File: config.mk
export PLATFORM = sky130hd
export DESIGN_NAME = someip_header_filter_parser
export DESIGN_NICKNAME = d
export VERILOG_FILES = /design/src/hdl/sipf_pkg.sv /design/src/hdl/someip_header_filter_parser.sv /design/src/hdl/sipf_parse.sv /design/src/hdl/sipf_out_reg.sv
export SDC_FILE = /design/constraint.sdc
export NUM_CORES = 1
export LEC_CHECK = 0
export ABC_AREA = 1
export BUFFER_PORTS_ARGS = -buffer_cell sky130_fd_sc_hd__buf_2
export CAP_MARGIN = 20
export CORE_ASPECT_RATIO = 1.4
export CORE_UTILIZATION = 35
export DETAILED_ROUTE_END_ITERATION = 8
export SYNTH_ARGS = -nofsm -noshare
export SYNTH_HDL_FRONTEND = slang
export SYNTH_SLANG_ARGS = --single-unit
File: constraint.sdc
create_clock -name clock -period 21.7 [get_ports clock]
set_clock_uncertainty 0.2 [all_clocks]
set_input_delay 1.085 -clock clock [delete_from_list [all_inputs] [get_ports clock]]
set_output_delay 1.085 -clock clock [all_outputs]
set_load 0.02 [all_outputs]
File: src/hdl/sipf_pkg.sv
`timescale 1ns / 1ps
// ---------------------------------------------------------------------------
// sipf_pkg
// Shared types, constants and helpers of the SOME/IP header filter parser.
// ---------------------------------------------------------------------------
package sipf_pkg;

   localparam int POSITION_BITS     = 16;
   localparam int HDR_LEN           = 16;
   localparam int PREFIX_END        = 24;
   localparam int ENTRY_LEN         = 16;
   localparam int HDR_IDX_BITS      = $clog2(PREFIX_END);
   localparam int ENTRY_IDX_BITS    = $clog2(ENTRY_LEN);
   localparam int ENTRIES_LEFT_BITS = 28;
   localparam int CSR_INDEX_BITS    = 1;
   localparam int CSR_DATA_BITS     = 8;

   localparam logic [7:0]  HEADER_OFFSET_RESET = 8'h2e;
   localparam logic [7:0]  VERSION_RESET       = 8'h01;
   localparam logic [15:0] DISCOVERY_ID        = 16'hffff;

   // discovery entry types
   localparam logic [7:0] ET_FIND_SERVICE  = 8'h00;
   localparam logic [7:0] ET_OFFER_SERVICE = 8'h01;
   localparam logic [7:0] ET_SUBSCRIBE     = 8'h06;
   localparam logic [7:0] ET_SUBSCRIBE_ACK = 8'h07;

   typedef enum logic [CSR_INDEX_BITS-1:0] {
      CSR_HEADER_OFFSET    = 1'b0,
      CSR_REQUIRED_VERSION = 1'b1
   } csr_index_type;

   typedef enum logic [3:0] {
      KIND_HEADER      = 4'd0,
      KIND_DISCOVERY   = 4'd1,
      KIND_SVC_ENTRY   = 4'd2,
      KIND_EG_ENTRY    = 4'd3,
      KIND_OTHER_ENTRY = 4'd4,
      KIND_END         = 4'd5,
      KIND_SHORT       = 4'd6,
      KIND_UNKNOWN     = 4'd7,
      KIND_BAD_VERSION = 4'd8
   } kind_type;

   typedef enum logic [3:0] {
      ST_HEADER  = 4'b0001,
      ST_PREFIX  = 4'b0010,
      ST_ENTRIES = 4'b0100,
      ST_DONE    = 4'b1000
   } status_type;

   typedef struct packed {
      kind_type    kind;
      logic [15:0] svc_ident;
      logic [15:0] second_id;
      logic [15:0] third_id;
      logic [15:0] sess_ident;
      logic [31:0] long_value;
      logic [31:0] entries_bytes;
      logic [7:0]  discovery_flags;
      logic [7:0]  byte_a;
      logic [7:0]  byte_b;
      logic [7:0]  byte_c;
      logic        end_of_packet;
   } record_type;

   typedef struct packed {
      logic       valid;
      record_type rec;
   } result_type;

   function automatic logic is_known(input logic [15:0] id);
      return id inside {16'hc101, 16'hc102, 16'hc103, 16'hc104, 16'hc105, 16'hc106,
                        16'hc107, 16'hc108, 16'hc109, 16'hc10a, 16'h8104, 16'h8105,
                        16'h8108, 16'h8109, 16'h8101, 16'h8102, DISCOVERY_ID};
   endfunction

endpackage

File: src/hdl/someip_header_filter_parser.sv
`timescale 1ns / 1ps
// ---------------------------------------------------------------------------
// someip_header_filter_parser
// Byte-stream SOME/IP header filter with service-discovery entry decode.
// ---------------------------------------------------------------------------
// Usage:
//   req_*  : one frame byte per transaction, req_last_byte on the final byte.
//   rsp_*  : zero or one record per byte: header, discovery header, one per
//            complete 16-byte discovery entry, and exactly one record flagged
//            rsp_end_of_packet for the last byte of every frame.
//   csr_*  : header_offset (index 0) and required_version (index 1); write
//            only while the block is idle.
// Path: a byte is taken into the input register, and its record is
//   registered in the result register, which drives rsp_valid.
// Throughput: one byte per cycle while no record waits on rsp_ready. The
//   byte sits in the input register while the decode logic runs.
// Stall: while a record waits on rsp_ready, one more byte is taken into the
//   input register; it moves on as soon as the result register frees up, or
//   at once if it makes no record.
// Reset: position, frame state and entry count clear, header_offset = 46,
//   required_version = 1; no clearing pass, the block is ready at once.
// ---------------------------------------------------------------------------
module someip_header_filter_parser (
   input  logic        clock,
   input  logic        reset,
   input  logic        req_valid,
   output logic        req_ready,
   input  logic [7:0]  req_data_byte,
   input  logic        req_last_byte,
   output logic        rsp_valid,
   input  logic        rsp_ready,
   output logic [3:0]  rsp_record_kind,
   output logic [15:0] rsp_svc_ident,
   output logic [15:0] rsp_second_id,
   output logic [15:0] rsp_third_id,
   output logic [15:0] rsp_sess_ident,
   output logic [31:0] rsp_long_value,
   output logic [31:0] rsp_entries_bytes,
   output logic [7:0]  rsp_discovery_flags,
   output logic [7:0]  rsp_byte_a,
   output logic [7:0]  rsp_byte_b,
   output logic [7:0]  rsp_byte_c,
   output logic        rsp_end_of_packet,
   input  logic        csr_write_en,
   input  logic [0:0]  csr_index,
   input  logic [7:0]  csr_wdata
);
   import sipf_pkg::*;

   logic       in_valid_ff, in_valid_in;
   logic [7:0] in_data_ff;
   logic       in_last_ff;
   logic       req_take;
   logic       fire;
   logic       out_space;
   result_type result;
   record_type out_rec;

   assign req_take  = req_valid && req_ready;
   assign out_space = !rsp_valid || rsp_ready;
   // a byte that makes no record never waits on the result register
   assign fire      = in_valid_ff && (!result.valid || out_space);
   assign req_ready = !in_valid_ff || fire;

   always_comb begin
      in_valid_in = in_valid_ff;
      if (req_take) begin
         in_valid_in = 1'b1;
      end else if (fire) begin
         in_valid_in = 1'b0;
      end
   end

   always_ff @(posedge clock) begin
      if (reset) begin
         in_valid_ff <= 1'b0;
      end else begin
         in_valid_ff <= in_valid_in;
      end
   end

   always_ff @(posedge clock) begin
      if (req_take) begin
         in_data_ff <= req_data_byte;
         in_last_ff <= req_last_byte;
      end
   end

   sipf_parse u_parse (
      .clock        (clock),
      .reset        (reset),
      .csr_write_en (csr_write_en),
      .csr_index    (csr_index),
      .csr_wdata    (csr_wdata),
      .fire         (fire),
      .data_byte    (in_data_ff),
      .last_byte    (in_last_ff),
      .result       (result)
   );

   sipf_out_reg u_out_reg (
      .clock     (clock),
      .reset     (reset),
      .push      (fire && result.valid),
      .push_rec  (result.rec),
      .out_ready (rsp_ready),
      .out_valid (rsp_valid),
      .out_rec   (out_rec)
   );

   assign rsp_record_kind     = out_rec.kind;
   assign rsp_svc_ident       = out_rec.svc_ident;
   assign rsp_second_id       = out_rec.second_id;
   assign rsp_third_id        = out_rec.third_id;
   assign rsp_sess_ident      = out_rec.sess_ident;
   assign rsp_long_value      = out_rec.long_value;
   assign rsp_entries_bytes   = out_rec.entries_bytes;
   assign rsp_discovery_flags = out_rec.discovery_flags;
   assign rsp_byte_a          = out_rec.byte_a;
   assign rsp_byte_b          = out_rec.byte_b;
   assign rsp_byte_c          = out_rec.byte_c;
   assign rsp_end_of_packet   = out_rec.end_of_packet;

   // end and short records only close a frame
   a_end_kinds_flagged: assert property (@(posedge clock) disable iff (reset)
      rsp_valid && ((rsp_record_kind == KIND_END) || (rsp_record_kind == KIND_SHORT))
      |-> rsp_end_of_packet)
      else $error("end/short record without end_of_packet");

   // discovery length and flags only on the discovery header record
   a_disc_fields: assert property (@(posedge clock) disable iff (reset)
      rsp_valid && (rsp_record_kind != KIND_DISCOVERY)
      |-> (rsp_entries_bytes == '0) && (rsp_discovery_flags == '0))
      else $error("discovery fields set on a non-discovery record");

   // entries carry no session ID
   a_entry_session: assert property (@(posedge clock) disable iff (reset)
      rsp_valid && ((rsp_record_kind == KIND_SVC_ENTRY) ||
                    (rsp_record_kind == KIND_EG_ENTRY) ||
                    (rsp_record_kind == KIND_OTHER_ENTRY))
      |-> (rsp_sess_ident == '0))
      else $error("entry record with nonzero session ID");

   // a byte held in the input register must leave once the result side is free
   a_input_drains: assert property (@(posedge clock) disable iff (reset)
      in_valid_ff && !rsp_valid |-> req_ready)
      else $error("input register stuck while result register empty");

endmodule

File: src/hdl/sipf_parse.sv
`timescale 1ns / 1ps
// ---------------------------------------------------------------------------
// sipf_parse
// Frame position tracking, header/entry capture and record decode for the
// byte held in the input register. State advances only when fire is high.
// ---------------------------------------------------------------------------
module sipf_parse (
   input  logic                                 clock,
   input  logic                                 reset,
   input  logic                                 csr_write_en,
   input  logic [sipf_pkg::CSR_INDEX_BITS-1:0]  csr_index,
   input  logic [sipf_pkg::CSR_DATA_BITS-1:0]   csr_wdata,
   input  logic                                 fire,
   input  logic [7:0]                           data_byte,
   input  logic                                 last_byte,
   output sipf_pkg::result_type                 result
);
   import sipf_pkg::*;

   logic [7:0]                   offset_ff, offset_in;
   logic [7:0]                   version_ff, version_in;
   logic [POSITION_BITS-1:0]     pos_ff, pos_in;
   logic [ENTRIES_LEFT_BITS-1:0] left_ff, left_in;
   status_type                   status_ff, status_in;
   logic [7:0]                   hdr_ff [PREFIX_END];
   logic [7:0]                   ent_ff [ENTRY_LEN];

   logic [POSITION_BITS-1:0]  rel;
   logic                      parse_en;
   logic                      hdr_wr;
   logic                      ent_wr;
   logic [HDR_IDX_BITS-1:0]   hdr_idx;
   logic [ENTRY_IDX_BITS-1:0] ent_idx;
   logic [7:0]                hv [PREFIX_END];
   logic [7:0]                ev [ENTRY_LEN];
   logic [15:0]               svc;
   logic [31:0]               sd_len;
   record_type                hdr_rec;
   record_type                ent_rec;
   record_type                rec;
   logic                      have;

   // config registers
   always_comb begin
      offset_in  = offset_ff;
      version_in = version_ff;
      if (csr_write_en) begin
         case (csr_index)
            CSR_HEADER_OFFSET:    offset_in  = csr_wdata;
            CSR_REQUIRED_VERSION: version_in = csr_wdata;
            default: ;
         endcase
      end
   end

   assign parse_en = (pos_ff != '1) && (pos_ff >= POSITION_BITS'(offset_ff));
   assign rel      = pos_ff - POSITION_BITS'(offset_ff);
   assign hdr_idx  = rel[HDR_IDX_BITS-1:0];
   // entries start at byte 24 of the message, so the slot is offset by 24 mod 16
   assign ent_idx  = rel[ENTRY_IDX_BITS-1:0] + ENTRY_IDX_BITS'(PREFIX_END % ENTRY_LEN);
   assign hdr_wr   = parse_en &&
                     (((status_ff == ST_HEADER) && (rel < POSITION_BITS'(HDR_LEN))) ||
                      ((status_ff == ST_PREFIX) && (rel < POSITION_BITS'(PREFIX_END))));
   assign ent_wr   = parse_en && (status_ff == ST_ENTRIES) &&
                     (rel >= POSITION_BITS'(PREFIX_END));

   // stored bytes with the current byte folded in
   always_comb begin
      for (int i = 0; i < PREFIX_END; i++) begin
         hv[i] = (hdr_wr && (hdr_idx == HDR_IDX_BITS'(i))) ? data_byte : hdr_ff[i];
      end
      for (int i = 0; i < ENTRY_LEN; i++) begin
         ev[i] = (ent_wr && (ent_idx == ENTRY_IDX_BITS'(i))) ? data_byte : ent_ff[i];
      end
   end

   assign svc    = {hv[0], hv[1]};
   assign sd_len = {hv[20], hv[21], hv[22], hv[23]};

   always_comb begin
      hdr_rec            = '0;
      hdr_rec.svc_ident  = svc;
      hdr_rec.second_id  = {hv[2], hv[3]};
      hdr_rec.long_value = {hv[4], hv[5], hv[6], hv[7]};
      hdr_rec.third_id   = {hv[8], hv[9]};
      hdr_rec.sess_ident = {hv[10], hv[11]};
      hdr_rec.byte_a     = hv[13];
      hdr_rec.byte_b     = hv[14];
      hdr_rec.byte_c     = hv[15];
   end

   always_comb begin
      ent_rec            = '0;
      ent_rec.svc_ident  = {ev[4], ev[5]};
      ent_rec.second_id  = {ev[6], ev[7]};
      ent_rec.byte_a     = ev[0];
      ent_rec.byte_b     = ev[8];
      if (ev[0] inside {ET_FIND_SERVICE, ET_OFFER_SERVICE}) begin
         ent_rec.kind       = KIND_SVC_ENTRY;
         ent_rec.long_value = {ev[12], ev[13], ev[14], ev[15]};
      end else if (ev[0] inside {ET_SUBSCRIBE, ET_SUBSCRIBE_ACK}) begin
         ent_rec.kind     = KIND_EG_ENTRY;
         ent_rec.byte_c   = {4'h0, ev[13][3:0]};
         ent_rec.third_id = {ev[14], ev[15]};
      end else begin
         ent_rec.kind = KIND_OTHER_ENTRY;
      end
   end

   always_comb begin
      rec       = '0;
      have      = 1'b0;
      status_in = status_ff;
      left_in   = left_ff;
      pos_in    = pos_ff;
      if (parse_en) begin
         case (status_ff)
            ST_HEADER: begin
               if (rel == POSITION_BITS'(HDR_LEN - 1)) begin
                  rec       = hdr_rec;
                  have      = 1'b1;
                  status_in = ST_DONE;
                  if (!is_known(svc)) begin
                     rec.kind = KIND_UNKNOWN;
                  end else if (hv[12] != version_ff) begin
                     rec.kind = KIND_BAD_VERSION;
                  end else if (svc == DISCOVERY_ID) begin
                     // discovery header is reported once the prefix is in
                     rec       = '0;
                     have      = 1'b0;
                     status_in = ST_PREFIX;
                  end else begin
                     rec.kind = KIND_HEADER;
                  end
               end
            end
            ST_PREFIX: begin
               if (rel == POSITION_BITS'(PREFIX_END - 1)) begin
                  rec                 = hdr_rec;
                  rec.kind            = KIND_DISCOVERY;
                  rec.entries_bytes   = sd_len;
                  rec.discovery_flags = hv[16];
                  have                = 1'b1;
                  left_in             = sd_len[31:4];
                  status_in           = (sd_len[31:4] != '0) ? ST_ENTRIES : ST_DONE;
               end
            end
            ST_ENTRIES: begin
               if (ent_wr && (ent_idx == '1)) begin
                  rec     = ent_rec;
                  have    = 1'b1;
                  left_in = left_ff - ENTRIES_LEFT_BITS'(1);
                  if (left_in == '0) begin
                     status_in = ST_DONE;
                  end
               end
            end
            default: ;
         endcase
      end
      if (last_byte) begin
         if (!have) begin
            rec      = '0;
            rec.kind = ((status_in == ST_HEADER) || (status_in == ST_PREFIX)) ?
                       KIND_SHORT : KIND_END;
            have     = 1'b1;
         end
         rec.end_of_packet = 1'b1;
         pos_in            = '0;
         left_in           = '0;
         status_in         = ST_HEADER;
      end else if (pos_ff != '1) begin
         pos_in = pos_ff + POSITION_BITS'(1);
      end
   end

   assign result.valid = have;
   assign result.rec   = rec;

   always_ff @(posedge clock) begin
      if (reset) begin
         offset_ff  <= HEADER_OFFSET_RESET;
         version_ff <= VERSION_RESET;
         pos_ff     <= '0;
         left_ff    <= '0;
         status_ff  <= ST_HEADER;
      end else begin
         offset_ff  <= offset_in;
         version_ff <= version_in;
         if (fire) begin
            pos_ff    <= pos_in;
            left_ff   <= left_in;
            status_ff <= status_in;
         end
      end
   end

   always_ff @(posedge clock) begin
      if (fire && hdr_wr) begin
         hdr_ff[hdr_idx] <= data_byte;
      end
      if (fire && ent_wr) begin
         ent_ff[ent_idx] <= data_byte;
      end
   end

endmodule

File: src/hdl/sipf_out_reg.sv
`timescale 1ns / 1ps
// ---------------------------------------------------------------------------
// sipf_out_reg
// Result register: holds one record until the receiver takes it.
// ---------------------------------------------------------------------------
module sipf_out_reg (
   input  logic                 clock,
   input  logic                 reset,
   input  logic                 push,
   input  sipf_pkg::record_type push_rec,
   input  logic                 out_ready,
   output logic                 out_valid,
   output sipf_pkg::record_type out_rec
);
   import sipf_pkg::*;

   logic       valid_ff, valid_in;
   record_type rec_ff;

   always_comb begin
      valid_in = valid_ff;
      if (push) begin
         valid_in = 1'b1;
      end else if (out_ready) begin
         valid_in = 1'b0;
      end
   end

   always_ff @(posedge clock) begin
      if (reset) begin
         valid_ff <= 1'b0;
      end else begin
         valid_ff <= valid_in;
      end
   end

   always_ff @(posedge clock) begin
      if (push) begin
         rec_ff <= push_rec;
      end
   end

   assign out_valid = valid_ff;
   assign out_rec   = rec_ff;

endmodule
# == Word level (Yosys, flattened, before mapping) ==
# Memories as Yosys holds them, arrays and structs flattened.
# Index checks and enable logic that the tools add are counted.
# word_totals
out_inout_bits,167
ff_bits,240
ramBits,320
word_cells,244
in_bits,23
memories,2
# memory_table
name,depth,width,rd,rd_clocked_by_memory_dff,write_ports,line_no,source
u_parse.hdr_ff,24,8,21,0,1,sipf_parse.sv:25,logic [7:0] hdr_ff [PREFIX_END];
u_parse.ent_ff,16,8,9,0,1,sipf_parse.sv:26,logic [7:0] ent_ff [ENTRY_LEN];
# classes
n_reduce_logical,67
bitwise_logic,1
n_mux,85
magnitude_cmp,4
eq_ne,60
addsub,4
# op_table
cell,count
165-bit 2-to-1 mux,5
165-bit one-hot mux with 3 select lines,1
161-bit 2-to-1 mux,3
"16-bit equality test, second input constant",17
8-bit 2-to-1 mux,31
162-bit 2-to-1 mux,1
28-bit 2-to-1 mux,4
16-bit 2-to-1 mux,4
4-bit 2-to-1 mux,14
28-bit one-hot mux with 2 select lines,1
1-bit logical AND,42
"5-bit by 4-bit equality test with 1-bit output, second input constant",8
"16-bit by 5-bit less-than comparator with 1-bit output, second input constant",2
32-bit 2-to-1 mux,1
28-bit logical NOT,1
28-bit nonzero test,1
"28-bit by 1-bit subtractor with 28-bit output, second input constant",1
"5-bit equality test, second input constant",5
"4-bit by 3-bit equality test with 1-bit output, second input constant",5
"4-bit equality test, second input constant",5
"5-bit by 3-bit equality test with 1-bit output, second input constant",4
17-bit nonzero test,1
"16-bit by 1-bit adder with 16-bit output, second input constant",1
"16-bit by 4-bit equality test with 1-bit output, second input constant",1
other kinds (29),62

# == Logic depth before layout (Yosys ltp) ==
# Gate-level depths: netlist of the first run.
# logic_depth
ltp_word,21
depth_mapped,32

# == Cells and area by module ==
# A second synthesis of the first run with hierarchy kept.
# unflattened
hier_cells,2246
hier_area_um2,22029.9
# modules_own_cells
mod,n_inst,cells_each,area_each_um2
sipf_parse,1,2055,16686.0
sipf_out_reg,1,170,4994.8
someip_header_filter_parser,1,21,349.1

# == Least setup slack after synthesis of the first run ==
# OpenSTA, ideal clock, no wires.
# synth_timing
path_type,reg2reg
from,register u_parse.pos_ff[0]
to,register u_out_reg.rec_ff (netlist bit u_out_reg.out_rec[0]) (enable)
path_stages_with_launch,24
required_time_ns,20.981
arrival_time_ns,6.411
synth_period_minus_slack_ns,7.129
slack_ns,14.571
path_buffers,2
path_cell_list,dfxtp_1 > inv_1 > ha_1 > fa_1 > inv_1 > nand3_1 > nand3_1 > xnor2_1 > buf_2 > nand3_2 > nor2_4 > buf_2 > nand3_1 > nand3_1 > nand2_1 > nor2_1 > nand2_1 > nor2_2 > nand2_1 > nand3_2 > nand3_4 > nand2_8 > nand3_1 > inv_1
# synth_via
elab_chain_cells,19
# synth_lines
element,line_no,source
start: declaration,sipf_parse.sv:22,"logic [POSITION_BITS-1:0] pos_ff, pos_in;"
start signal: assignment,sipf_parse.sv:191,pos_ff <= pos_in;
branches (longest 13 deep; another with 16-bit by 8-bit subtractor with 16-bit output),n/a,
1-bit 2-to-1 mux *,sipf_parse.sv:116,if (parse_en) begin
1-bit 2-to-1 mux *,sipf_parse.sv:161,if (last_byte) begin
1-bit logical NOT,someip_header_filter_parser.sv:62,assign fire = in_valid_ff && (!result.valid || out_space);
1-bit logical OR,someip_header_filter_parser.sv:62,
1-bit logical AND,someip_header_filter_parser.sv:62,
1-bit logical AND *,someip_header_filter_parser.sv:104,".push (fire && result.valid),"
named net u_out_reg.push,sipf_out_reg.sv:9,"input logic push,"
end signal: assignment,sipf_out_reg.sv:39,rec_ff <= push_rec;
end: declaration,sipf_out_reg.sv:18,record_type rec_ff;
# Mark *: on every way through the listed nets, which the timed path passes.
# A chain may end at the register's enable or synchronous reset.

# == Worst setup path in the final report of the first run ==
# layout_timing
from,register u_parse.pos_ff[0]
to,register u_out_reg.rec_ff (netlist bit u_out_reg.out_rec[90]) (enable)
# The elaborated chain is that of the path after synthesis.

==> results.toml, run 1 <==
[floorplanning]
coreArea_mm2 = 0.0633
start_util = 0.355
fp.dieW_um = 216
ios = 190
dieArea_mm2 = 0.0652
die_h_um = 302
rows = 109

[worst_hold_path]
hold_end = "u_parse.offset_ff[6]"
hold_path.class = "reg -> reg"
hp-start = "u_parse.offset_ff[6]"
hold_depth = 2

[global_route]
antenna_found_initial = 0
grt_use_met2 = 0.346
grt.met1_usage = 0.247
busiest_layer = "met2"
met3_usage = 0.0194
grt_first_pass_wirelength_mm = 98.2
grt_pass1_vias = 16100
grt_use_total = 0.196
grt_max_degree = 95
overflow = 0

[power_and_ir_drop]
p_leak_nw = 10.3
power_density_mw_per_mm2 = 76.7
ir_worst_vdd_mv = 0.0540

[setup_path]
arrival_ps = 6810
crit_family = "simple AND/OR/NAND/NOR gates"
r2r_end = "u_out_reg.out_rec[90]"
rr_worst_depth = 25
cp_max_fo = 94
max_stage_delay_ps = 810
r2r_start = "u_parse.pos_ff[0]"
crit_slowest_cell = "buf_4"
required_ps = 21690
crit_type = "reg -> reg"
path_buf_inv = 6
worst_setup_path_end_kind = "flop"
r2r_slack_ps = 14880
start_kind = "flop"

[sta]
tns_ps = 0
min_period_ps = 6820
worst_pin_slew_ps = 1080
hold_viol = 0
setup_viol = 0
finalCritPeriodShare = 0.314
rsz0062_at_grt = "false"
whs_ps = 284
drv_slew = 0
slew_headroom = 0.278
clock.fmax_ghz = 0.147

[logic_synthesis]
synth_edf_count = 414
postSynthCellCount = 2189
synthTopCellsByArea = "edfxtp_1 (55%), nand2_1 (6.8%), dfxtp_1 (5.9%), nor2_1 (3.8%), mux2i_1 (3.6%)"
syn_area_per_cell_um2 = 10.3
syn_area_mm2 = 0.0225
synthesis.nets = 2224
ys_seq_elements = 480
ys.warnings.count = 0
synth_top_cell_area_share = 0.554
synth_area_leader_cell = "edfxtp_1"
synthArstFlopShare = 0
ys.flop_type = "edfxtp_1"
yosys.cell_types.count = 50
ys_seq_area_frac = 0.612

[clock_network]
cts.repair.resized = 0
clk_pin_slew_ps = 70
h-tree-depth = 2
cts_made_buffers = 45
cts_hold_buf = 0
postCtsSetupBuffers = 0
cts_sinks = 480
clock-root-buffer = "clkbuf_16"
cts.path.max_buffers = 3
cts_tree = "yes"
worstSkewPairLatency_ps = 570

[drt]
via_count = 16800
routed_wl_mm = 65.3
firstDrtPassIters = 8
viasPerCell = 5.22
antenna_left = 0
drt_iter0_markers = 1493
wl_per_cell_um = 20.3
drc = 0

[layout]
multi_input_comb_area_mm2 = 0.00735
final_nets = 2389
final-seq-area_mm2 = 0.0138
diodes = 0
drive_gt1_frac = 0.151
fillers = 6146
fin_util = 0.406
synthToLayoutAreaGrowth_pct = 14.5

[flow_run]
cap_violations = 0

[outcome]
status = "finished clean"

[placed_design]
port_buffers = 189
hpwl_mm = 45.6
gp_congestion = 0.936
-- kinds of logic (layout without fill, tap and decap cells) --
group / Yosys count / in the layout / synth area share
AO/OA/AOI/OAI: 340 / 340 / 0.0864
XOR/XNOR: 37 / 37 / 0.0144
adder cells (fa/ha/maj): 12 / 12 / 0.00702
buffers and inverters: 332 / 533 / 0.0610
flip-flops: 480 / 480 / 0.612
multiplexers: 80 / 80 / 0.0357
AND/OR/NAND/NOR: 908 / 908 / 0.183
-- cell usage after synthesis, types with 9 or more instances --
library cell and n:
nor2_2 9, o21ai_0 151, a211oi_1 20, ha_1 11, nor3_1 40, nand2_1 406
mux2i_1 80, o21ai_1 16, clkbuf_1 59, dfxtp_1 66, xor2_1 33, inv_1 209
nor4_2 16, a21oi_1 55, o211ai_1 25, buf_2 27, nand3_1 100, inv_2 15
edfxtp_1 414, nor2_1 229, buf_6 9, nand4_1 68, o22ai_1 54
-- tightest hold or removal path, delay by kind of cell, from the launching register on --
kind                   cells  cell delay (ps)
buffers and inverters      1               80
flip-flops                 1              300
AO/OA/AOI/OAI              1               60
-- metal layers --
metal	vias up	wire length [um]
met4	0	2390
met5	-	0
li1	7946	-
met3	117	3570
met2	668	32500
met1	8075	26900
-- cell usage in the layout, fill, tap and decap left out, types with 4 or more instances in the layout --
cell type,count
xor2_1,33
nor2_2,9
clkbuf_4,4
nor2_1,229
o21ai_0,151
nand2_2,8
nor4_2,15
nand2_1,406
o211ai_1,25
clkbuf_1,9
bufinv_16,6
o22ai_1,54
clkbuf_16,46
nand3_1,100
nand4_1,68
ha_1,11
edfxtp_1,414
clkinv_2,4
buf_2,191
clkinvlp_4,7
a211oi_1,20
o21ai_2,4
nor4_1,8
nand3b_1,5
nor3_1,40
inv_1,208
o21ai_1,16
clkinv_1,9
a21oi_1,55
inv_2,15
buf_4,28
mux2i_1,80
dfxtp_1,66
o21a_1,6
-- per-stage QoR --
stage	instances	setup WS [ps]	area (um^2)	power, mW
floorplan	2189	14570	22500	1.13
global placement	3133	15120	24200	1.18
detailed placement	3133	14910	24200	1.18
CTS	3216	14920	25700	1.99
global route	3222	14480	25700	2.03
finish	3222	14880	25700	1.97
-- where the power goes --
group / internal [mW] / total [mW] / switching (mW)
clock network: 0.463 / 0.814 / 0.351
logic: 0.0333 / 0.137 / 0.104
registers: 1.01 / 1.02 / 0.00738
-- worst max path at each step --
stage | slack, ps | depth (start not counted) | startpoint | to
global route | 14480 | 25 | u_parse.pos_ff[0] | u_out_reg.out_rec[96]
global placement | 15120 | 25 | u_parse.pos_ff[0] | u_out_reg.out_rec[137]
finish | 14880 | 25 | u_parse.pos_ff[0] | u_out_reg.out_rec[90]
detailed placement | 14910 | 25 | u_parse.pos_ff[0] | u_out_reg.out_rec[31]
floorplan | 14570 | 23 | u_parse.pos_ff[0] | u_out_reg.out_rec[0]
CTS | 14920 | 25 | u_parse.pos_ff[0] | u_out_reg.out_rec[139]
-- sequential cells by signal, summed over array words and instances (netlist names) --
name / cells
u_parse.left_ff: 28
in_valid_ff: 1
u_parse.pos_ff: 16
u_parse.ent_ff: 72
u_parse.hdr_ff: 168
u_parse.offset_ff: 8
u_parse.version_ff: 8
in_data_ff: 8
u_parse.status_ff: 4
u_out_reg.out_rec: 165
in_last_ff: 1
u_out_reg.out_valid: 1
-- layout make-up --
cell class / instances / area share
Tap cell: 832 / 0.0405
Multi-Input combinational cell: 1377 / 0.286
Clock buffer: 55 / 0.0461
Inverter: 227 / 0.0333
Clock inverter: 28 / 0.0126
Sequential cell: 480 / 0.535
Timing Repair Buffer: 223 / 0.0465
Power figures use the tool's default switching activity.
==> run 2, diff against run 1 <==
--- a/config.mk
+++ b/config.mk
@@ -5,7 +5,7 @@
 export SDC_FILE = /design/constraint.sdc
 export NUM_CORES = 1
 export LEC_CHECK = 0
-export ABC_AREA = 1
+export ABC_AREA = 0
 export BUFFER_PORTS_ARGS = -buffer_cell sky130_fd_sc_hd__buf_2
 export CAP_MARGIN = 20
 export CORE_ASPECT_RATIO = 1.4
==> constraint.sdc (replaced) <==
create_clock -name clock -period 6.4 [get_ports clock]
set_clock_uncertainty 0.2 [all_clocks]
set_input_delay 0.32 -clock clock [delete_from_list [all_inputs] [get_ports clock]]
set_output_delay 0.32 -clock clock [all_outputs]
set_load 0.02 [all_outputs]
==> run 2 against run 1 <==
Against the previous run:
- register-to-register slack got worse by 14000 ps
- final cell count fell by 12%
- combinational power rose to 3.3 times the previous value
- critical path type is now reg -> out
==> results.toml, run 2 <==
[drt]
wl_per_cell_um = 22.0
routed_wl_mm = 62.7
antenna_left = 0
viasPerCell = 5.38
firstDrtPassIters = 5
drt_iter0_markers = 1113
drc = 0
via_count = 15300

[layout]
fin_area_mm2 = 0.0252
top_register = "u_parse.hdr_ff"
fin_util = 0.415
largest_reg_flops = 166
final_common_cell = "edfxtp_1"
final_cell_mix = "edfxtp_1 (412), nor2_1 (190), buf_2 (189)"
drive_gt1_frac = 0.172
synthToLayoutAreaGrowth_pct = 17.5
diodes = 0
final_nets = 2028

[worst_hold_path]
hold_depth = 2
hold_end = "u_parse.offset_ff[0]"
hold_path.class = "in -> reg"
hp-start = "reset"

[flow_run]
cap_violations = 0

[logic_synthesis]
syn_area_per_cell_um2 = 11.9
synthMuxAreaShare = 0.0582
synth_xor_area_frac = 0.0135
syn_area_mm2 = 0.0214
synth_top_family_by_area = "simple AND/OR/NAND/NOR gates"
ys.flop_type = "edfxtp_1"
synth_common_cells = "edfxtp_1 (412), nor2_1 (191), nand2_1 (133)"
ys_seq_area_frac = 0.639
synthTopCellsByArea = "edfxtp_1 (58%), dfxtp_1 (6.2%), mux2i_1 (5.6%), nor2_1 (3.3%), a21oi_1 (3.1%)"
synth.most_common_cell = "edfxtp_1"
synth_area_leader_cell = "edfxtp_1"
synthArstFlopShare = 0
postSynthCellCount = 1799
synthesis.nets = 1834
synthAdderAreaFrac = 0.00736
ys.warnings.count = 0
ys_seq_elements = 478
synth_compound_area_frac = 0.113
yosys.cell_types.count = 80
synth_edf_count = 412
yosys.area_share.simple = 0.141
synth_top_cell_area_share = 0.577

[sta]
rsz0062_at_grt = "false"
slew_headroom = 0.299
whs_ps = 218
clock.fmax_ghz = 0.176
drv_slew = 0
worst_pin_slew_ps = 1050
min_period_ps = 5680
setup_viol = 0
tns_ps = 0
hold_viol = 0
finalCritPeriodShare = 0.888

[setup_path]
crit_type = "reg -> out"
r2r_start = "u_parse.pos_ff[0]"
cp_max_fo = 8
r2r_slack_ps = 810
rr_worst_depth = 15
r2r_end = "u_out_reg.out_rec[94]"
arrival_ps = 5160
start_kind = "flop"
required_ps = 5880
worst_setup_path_end_kind = "primary output"

[power_and_ir_drop]
sw_frac_of_total = 0.232
p_int_mw = 5.17
power_frac_seq = 0.516
clkPwrFrac = 0.416
pwr-share-comb = 0.068
power_switching_mw = 1.57
ir_worst_vdd_mv = 0.166
totalPowerFinal_mw = 6.74
p_leak_nw = 8.78
power_density_mw_per_mm2 = 268

[global_route]
grt_use_total = 0.199
grt_first_pass_wirelength_mm = 93.9
overflow = 0
grt_max_degree = 63
antenna_found_initial = 0
grt_pass1_vias = 15200

[placed_design]
hpwl_mm = 43.0
placed_area_mm2 = 0.0234
gp_congestion = 0.903
port_buffers = 189

[clock_network]
cts_made_buffers = 46
cts.repair.resized = 0
clock-root-buffer = "clkbuf_16"
cts_tree = "yes"
worstSkewPairLatency_ps = 570
cts_sinks = 478
clk_pin_slew_ps = 70
h-tree-depth = 2
cts.path.max_buffers = 3

[floorplanning]
ios = 190
dieArea_mm2 = 0.0622
die_h_um = 295
start_util = 0.353
fp.dieW_um = 211
rows = 107
coreArea_mm2 = 0.0606

[outcome]
status = "finished clean"
run 2: cell count changes in the layout (fill, tap and decap cells not counted), sizes merged, moves of 18 or more:
cell and delta:
mux2i +40, a21oi +75, nand2 -284, nand4 -48
dlygate4sd3 +23, nor2 -49, buf +25, inv -201
o21ai -51, nor2b +21, xor2 -18, or4 +29
nand3 -41
run 2: cell families after synthesis:
group                      count (synthesis)
AOI/OAI and AO/OA                        397
xor gates and xnor gates                  33
adders and majority gates                 12
buffers and inverters                    144
DFF                                      478
muxes                                    124
and+or+nand+nor                          611
run 2: worst max path at each step:
stage               cells past startpoint         startpoint                     to
floorplan                              18  u_parse.pos_ff[7]   u_out_reg.out_rec[0]
global placement                       15  u_parse.pos_ff[0]  u_out_reg.out_rec[93]
detailed placement                     15  u_parse.pos_ff[0]  u_out_reg.out_rec[94]
CTS                                    15  u_parse.pos_ff[0]              req_ready
global route                           15  u_parse.pos_ff[0]              req_ready
finish                                 15  u_parse.pos_ff[0]              req_ready
run 2: what timing repair did:
action                                  in CTS  in global routing
endpoints found under the setup margin       0                  0
endpoints found under the hold margin       27                  0
hold buffers                                23                  0
buffers inserted                             0                  0
run 2: cell type report:
| class | instances | area, um^2 |
|---|---|---|
| Timing Repair Buffer | 267 | 1640 |
| Inverter | 23 | 86.3 |
| Sequential cell | 478 | 13700 |
| Multi-Input combinational cell | 1177 | 7180 |
| Clock buffer | 55 | 1240 |
| Clock inverter | 30 | 310 |
| Fill cell | 5692 | 35500 |
| Tap cell | 817 | 1020 |
run 2: power by group through the flow:
| stage | sequential (mW) | combinational (mW) | clock [mW] |
|---|---|---|---|
| 6_report | 3.48 | 0.457 | 2.81 |
| 5_1_grt | 3.48 | 0.491 | 2.97 |
| 3_5_place_dp | 3.55 | 0.448 | 0 |
| 2_1_floorplan | 3.62 | 0.189 | 0 |
| 3_3_place_gp | 3.55 | 0.443 | 0 |
| 4_1_cts | 3.48 | 0.460 | 2.86 |
run 2: routing by layer:
layer  up-vias  global-route usage  part of all wire
met2       463               0.361              0.52
met3       114              0.0237             0.050
met1      7612               0.238              0.39
li1       7141                   -                 -
met4         0              0.0755             0.033
met5         -                   0                 0
run 2: per-stage QoR:
| stage | cells | worst slack, ps |
|---|---|---|
| 2_1_floorplan | 1799 | -455 |
| 3_5_place_dp | 2738 | 839 |
| 6_report | 2847 | 719 |
| 4_1_cts | 2846 | 703 |
| 3_3_place_gp | 2738 | 982 |
| 5_1_grt | 2847 | 328 |
run 2: critical path: stages, from the launching register on:
cell     delay (ps)
dfxtp_1         380
inv_1            80
ha_1            230
fa_1            410
nor2b_1         180
o22ai_1         180
a211o_1         290
a32oi_1         460
nand3_1         450
nor4_4          340
mux2i_1         120
o211a_1         230
and3_1          310
o21a_1          320
or3b_4          430
buf_2           180
==> run 3, diff against run 2 <==
==> constraint.sdc (replaced) <==
create_clock -name clock -period 6.9 [get_ports clock]
set_clock_uncertainty 0.2 [all_clocks]
set_input_delay 0.345 -clock clock [delete_from_list [all_inputs] [get_ports clock]]
set_output_delay 0.345 -clock clock [all_outputs]
set_load 0.02 [all_outputs]
==> run 3 against run 2 <==
Against the previous run:
- first-iteration DRC count rose by 24%
- register-to-register slack improved by 50 ps
- sequential power down 7.5%
- worst setup slack better by 140 ps
- clock power shrank 11%
- global-route usage fell by 0.29 points
- non-clock buffer count shrank 9
- die area did not move
- final cell count decreased by 0.42%
- largest power group unchanged
==> results.toml, run 3 (same netlist as run 2, synthesis figures left out) <==
[outcome]
status = "finished clean"

[global_route]
grt_use_met2 = 0.350
met3_usage = 0.0240
grt.met1_usage = 0.235
overflow = 0
antenna_found_initial = 0
grt_max_degree = 58
grt_first_pass_wirelength_mm = 92.7
busiest_layer = "met2"
grt_use_total = 0.196
grt_pass1_vias = 15200

[layout]
final_common_cell = "edfxtp_1"
diodes = 0
fin_util = 0.412
final_cell_mix = "edfxtp_1 (412), nor2_1 (190), buf_2 (189)"
top_register = "u_parse.hdr_ff"
largest_reg_flops = 166
final_nets = 2018
synthToLayoutAreaGrowth_pct = 16.7
drive_gt1_frac = 0.165

[sta]
finalCritPeriodShare = 0.875
setup_ws_ps = 860
hold_viol = 0
setup_viol = 0
slew_headroom = 0.264
drv_slew = 0
tns_ps = 0
rsz0062_at_grt = "false"
min_period_ps = 6040
clock.fmax_ghz = 0.166
worst_pin_slew_ps = 1100

[clock_network]
cts.repair.resized = 0
clk_pin_slew_ps = 70
cts_tree = "yes"
cts_sinks = 478
clock-root-buffer = "clkbuf_16"
cts.path.max_buffers = 3
worstSkewPairLatency_ps = 580
cts_made_buffers = 45
h-tree-depth = 2

[placed_design]
dp_worst_setup_slack_ps = 724
port_buffers = 189
hpwl_mm = 43.0
gp_congestion = 0.898

[power_and_ir_drop]
power_density_mw_per_mm2 = 245
clkPwrFrac = 0.406
pwr-share-comb = 0.068
power_frac_seq = 0.526
p_leak_nw = 8.68
power_switching_mw = 1.42
sw_frac_of_total = 0.232
p_int_mw = 4.71
ir_worst_vdd_mv = 0.150
totalPowerFinal_mw = 6.13

[drt]
drt_iter0_markers = 1384
wl_per_cell_um = 21.8
routed_wl_mm = 61.9
via_count = 15400
antenna_left = 0
firstDrtPassIters = 7
drc = 0
viasPerCell = 5.42

[floorplanning]
coreArea_mm2 = 0.0606
ios = 190
die_h_um = 295
fp.dieW_um = 211
dieArea_mm2 = 0.0622
rows = 107
start_util = 0.353

[setup_path]
crit_type = "reg -> reg"
cp_max_fo = 55
required_ps = 6950
worst_setup_path_end_kind = "flop"
arrival_ps = 6090
start_kind = "flop"

[worst_hold_path]
hold_path.class = "in -> reg"

[flow_run]
cap_violations = 0
[run 3: critical path: stages, from the launching register on]
cell	delay [ps]
dfxtp_1	350
ha_1	420
o211a_1	260
o21a_1	160
or4_1	540
a2bb2oi_1	540
nand4_1	160
nor4_1	620
mux2i_1	270
o211a_1	190
and3_1	410
a31oi_4	450
nor2_4	760
buf_12	370
[run 3: cell type report]
class,count,area [um^2]
fill,5645,35600
clock buffer,52,1190
clock inverter,30,259
timing repair buffer,258,1590
sequential,478,13700
multi-input combinational,1177,7160
tap,817,1020
inverter,23,86.3
[run 3: worst paths after layout]
kind | startpoint | to | slack, ps | cells past startpoint
hold / removal | reset | u_parse.offset_ff[7] | 240 | 2
hold reg to reg | u_parse.version_ff[1] | u_parse.version_ff[1] | 270 | 2
setup reg to reg | u_parse.pos_ff[3] | u_out_reg.out_rec[55] | 860 | 13
setup / recovery | u_parse.pos_ff[3] | u_out_reg.out_rec[55] | 860 | 13
[run 3: timing repair]
| action | in CTS | in global routing |
|---|---|---|
| setup endpoints to repair | 0 | 0 |
| hold buffers | 23 | 0 |
| endpoints found under the hold margin | 27 | 0 |
| buffers inserted | 0 | 0 |
[run 3: power groups by stage]
stage | registers [mW] | logic, mW | clock network (mW)
after floorplan | 3.36 | 0.175 | 0
after global placement | 3.29 | 0.405 | 0
after detailed placement | 3.29 | 0.410 | 0
after CTS | 3.22 | 0.422 | 2.53
after global routing | 3.23 | 0.448 | 2.63
final | 3.22 | 0.419 | 2.49
[run 3: per-stage QoR]
| step | hold slack [ps] | cell area [um^2] | instances |
|---|---|---|---|
| floorplan | 224 | 21500 | 1799 |
| global route | 270 | 25000 | 2835 |
| global placement | 248 | 23300 | 2725 |
| CTS | 241 | 25000 | 2831 |
| detailed placement | 256 | 23300 | 2726 |
| finish | 235 | 25000 | 2835 |
[run 3: per-layer routing]
metal  up-vias  wire [um]
li1       7140          -
met1      7581      24200
met4         0       2420
met5         -          0
met3       132       3430
met2       515      31800
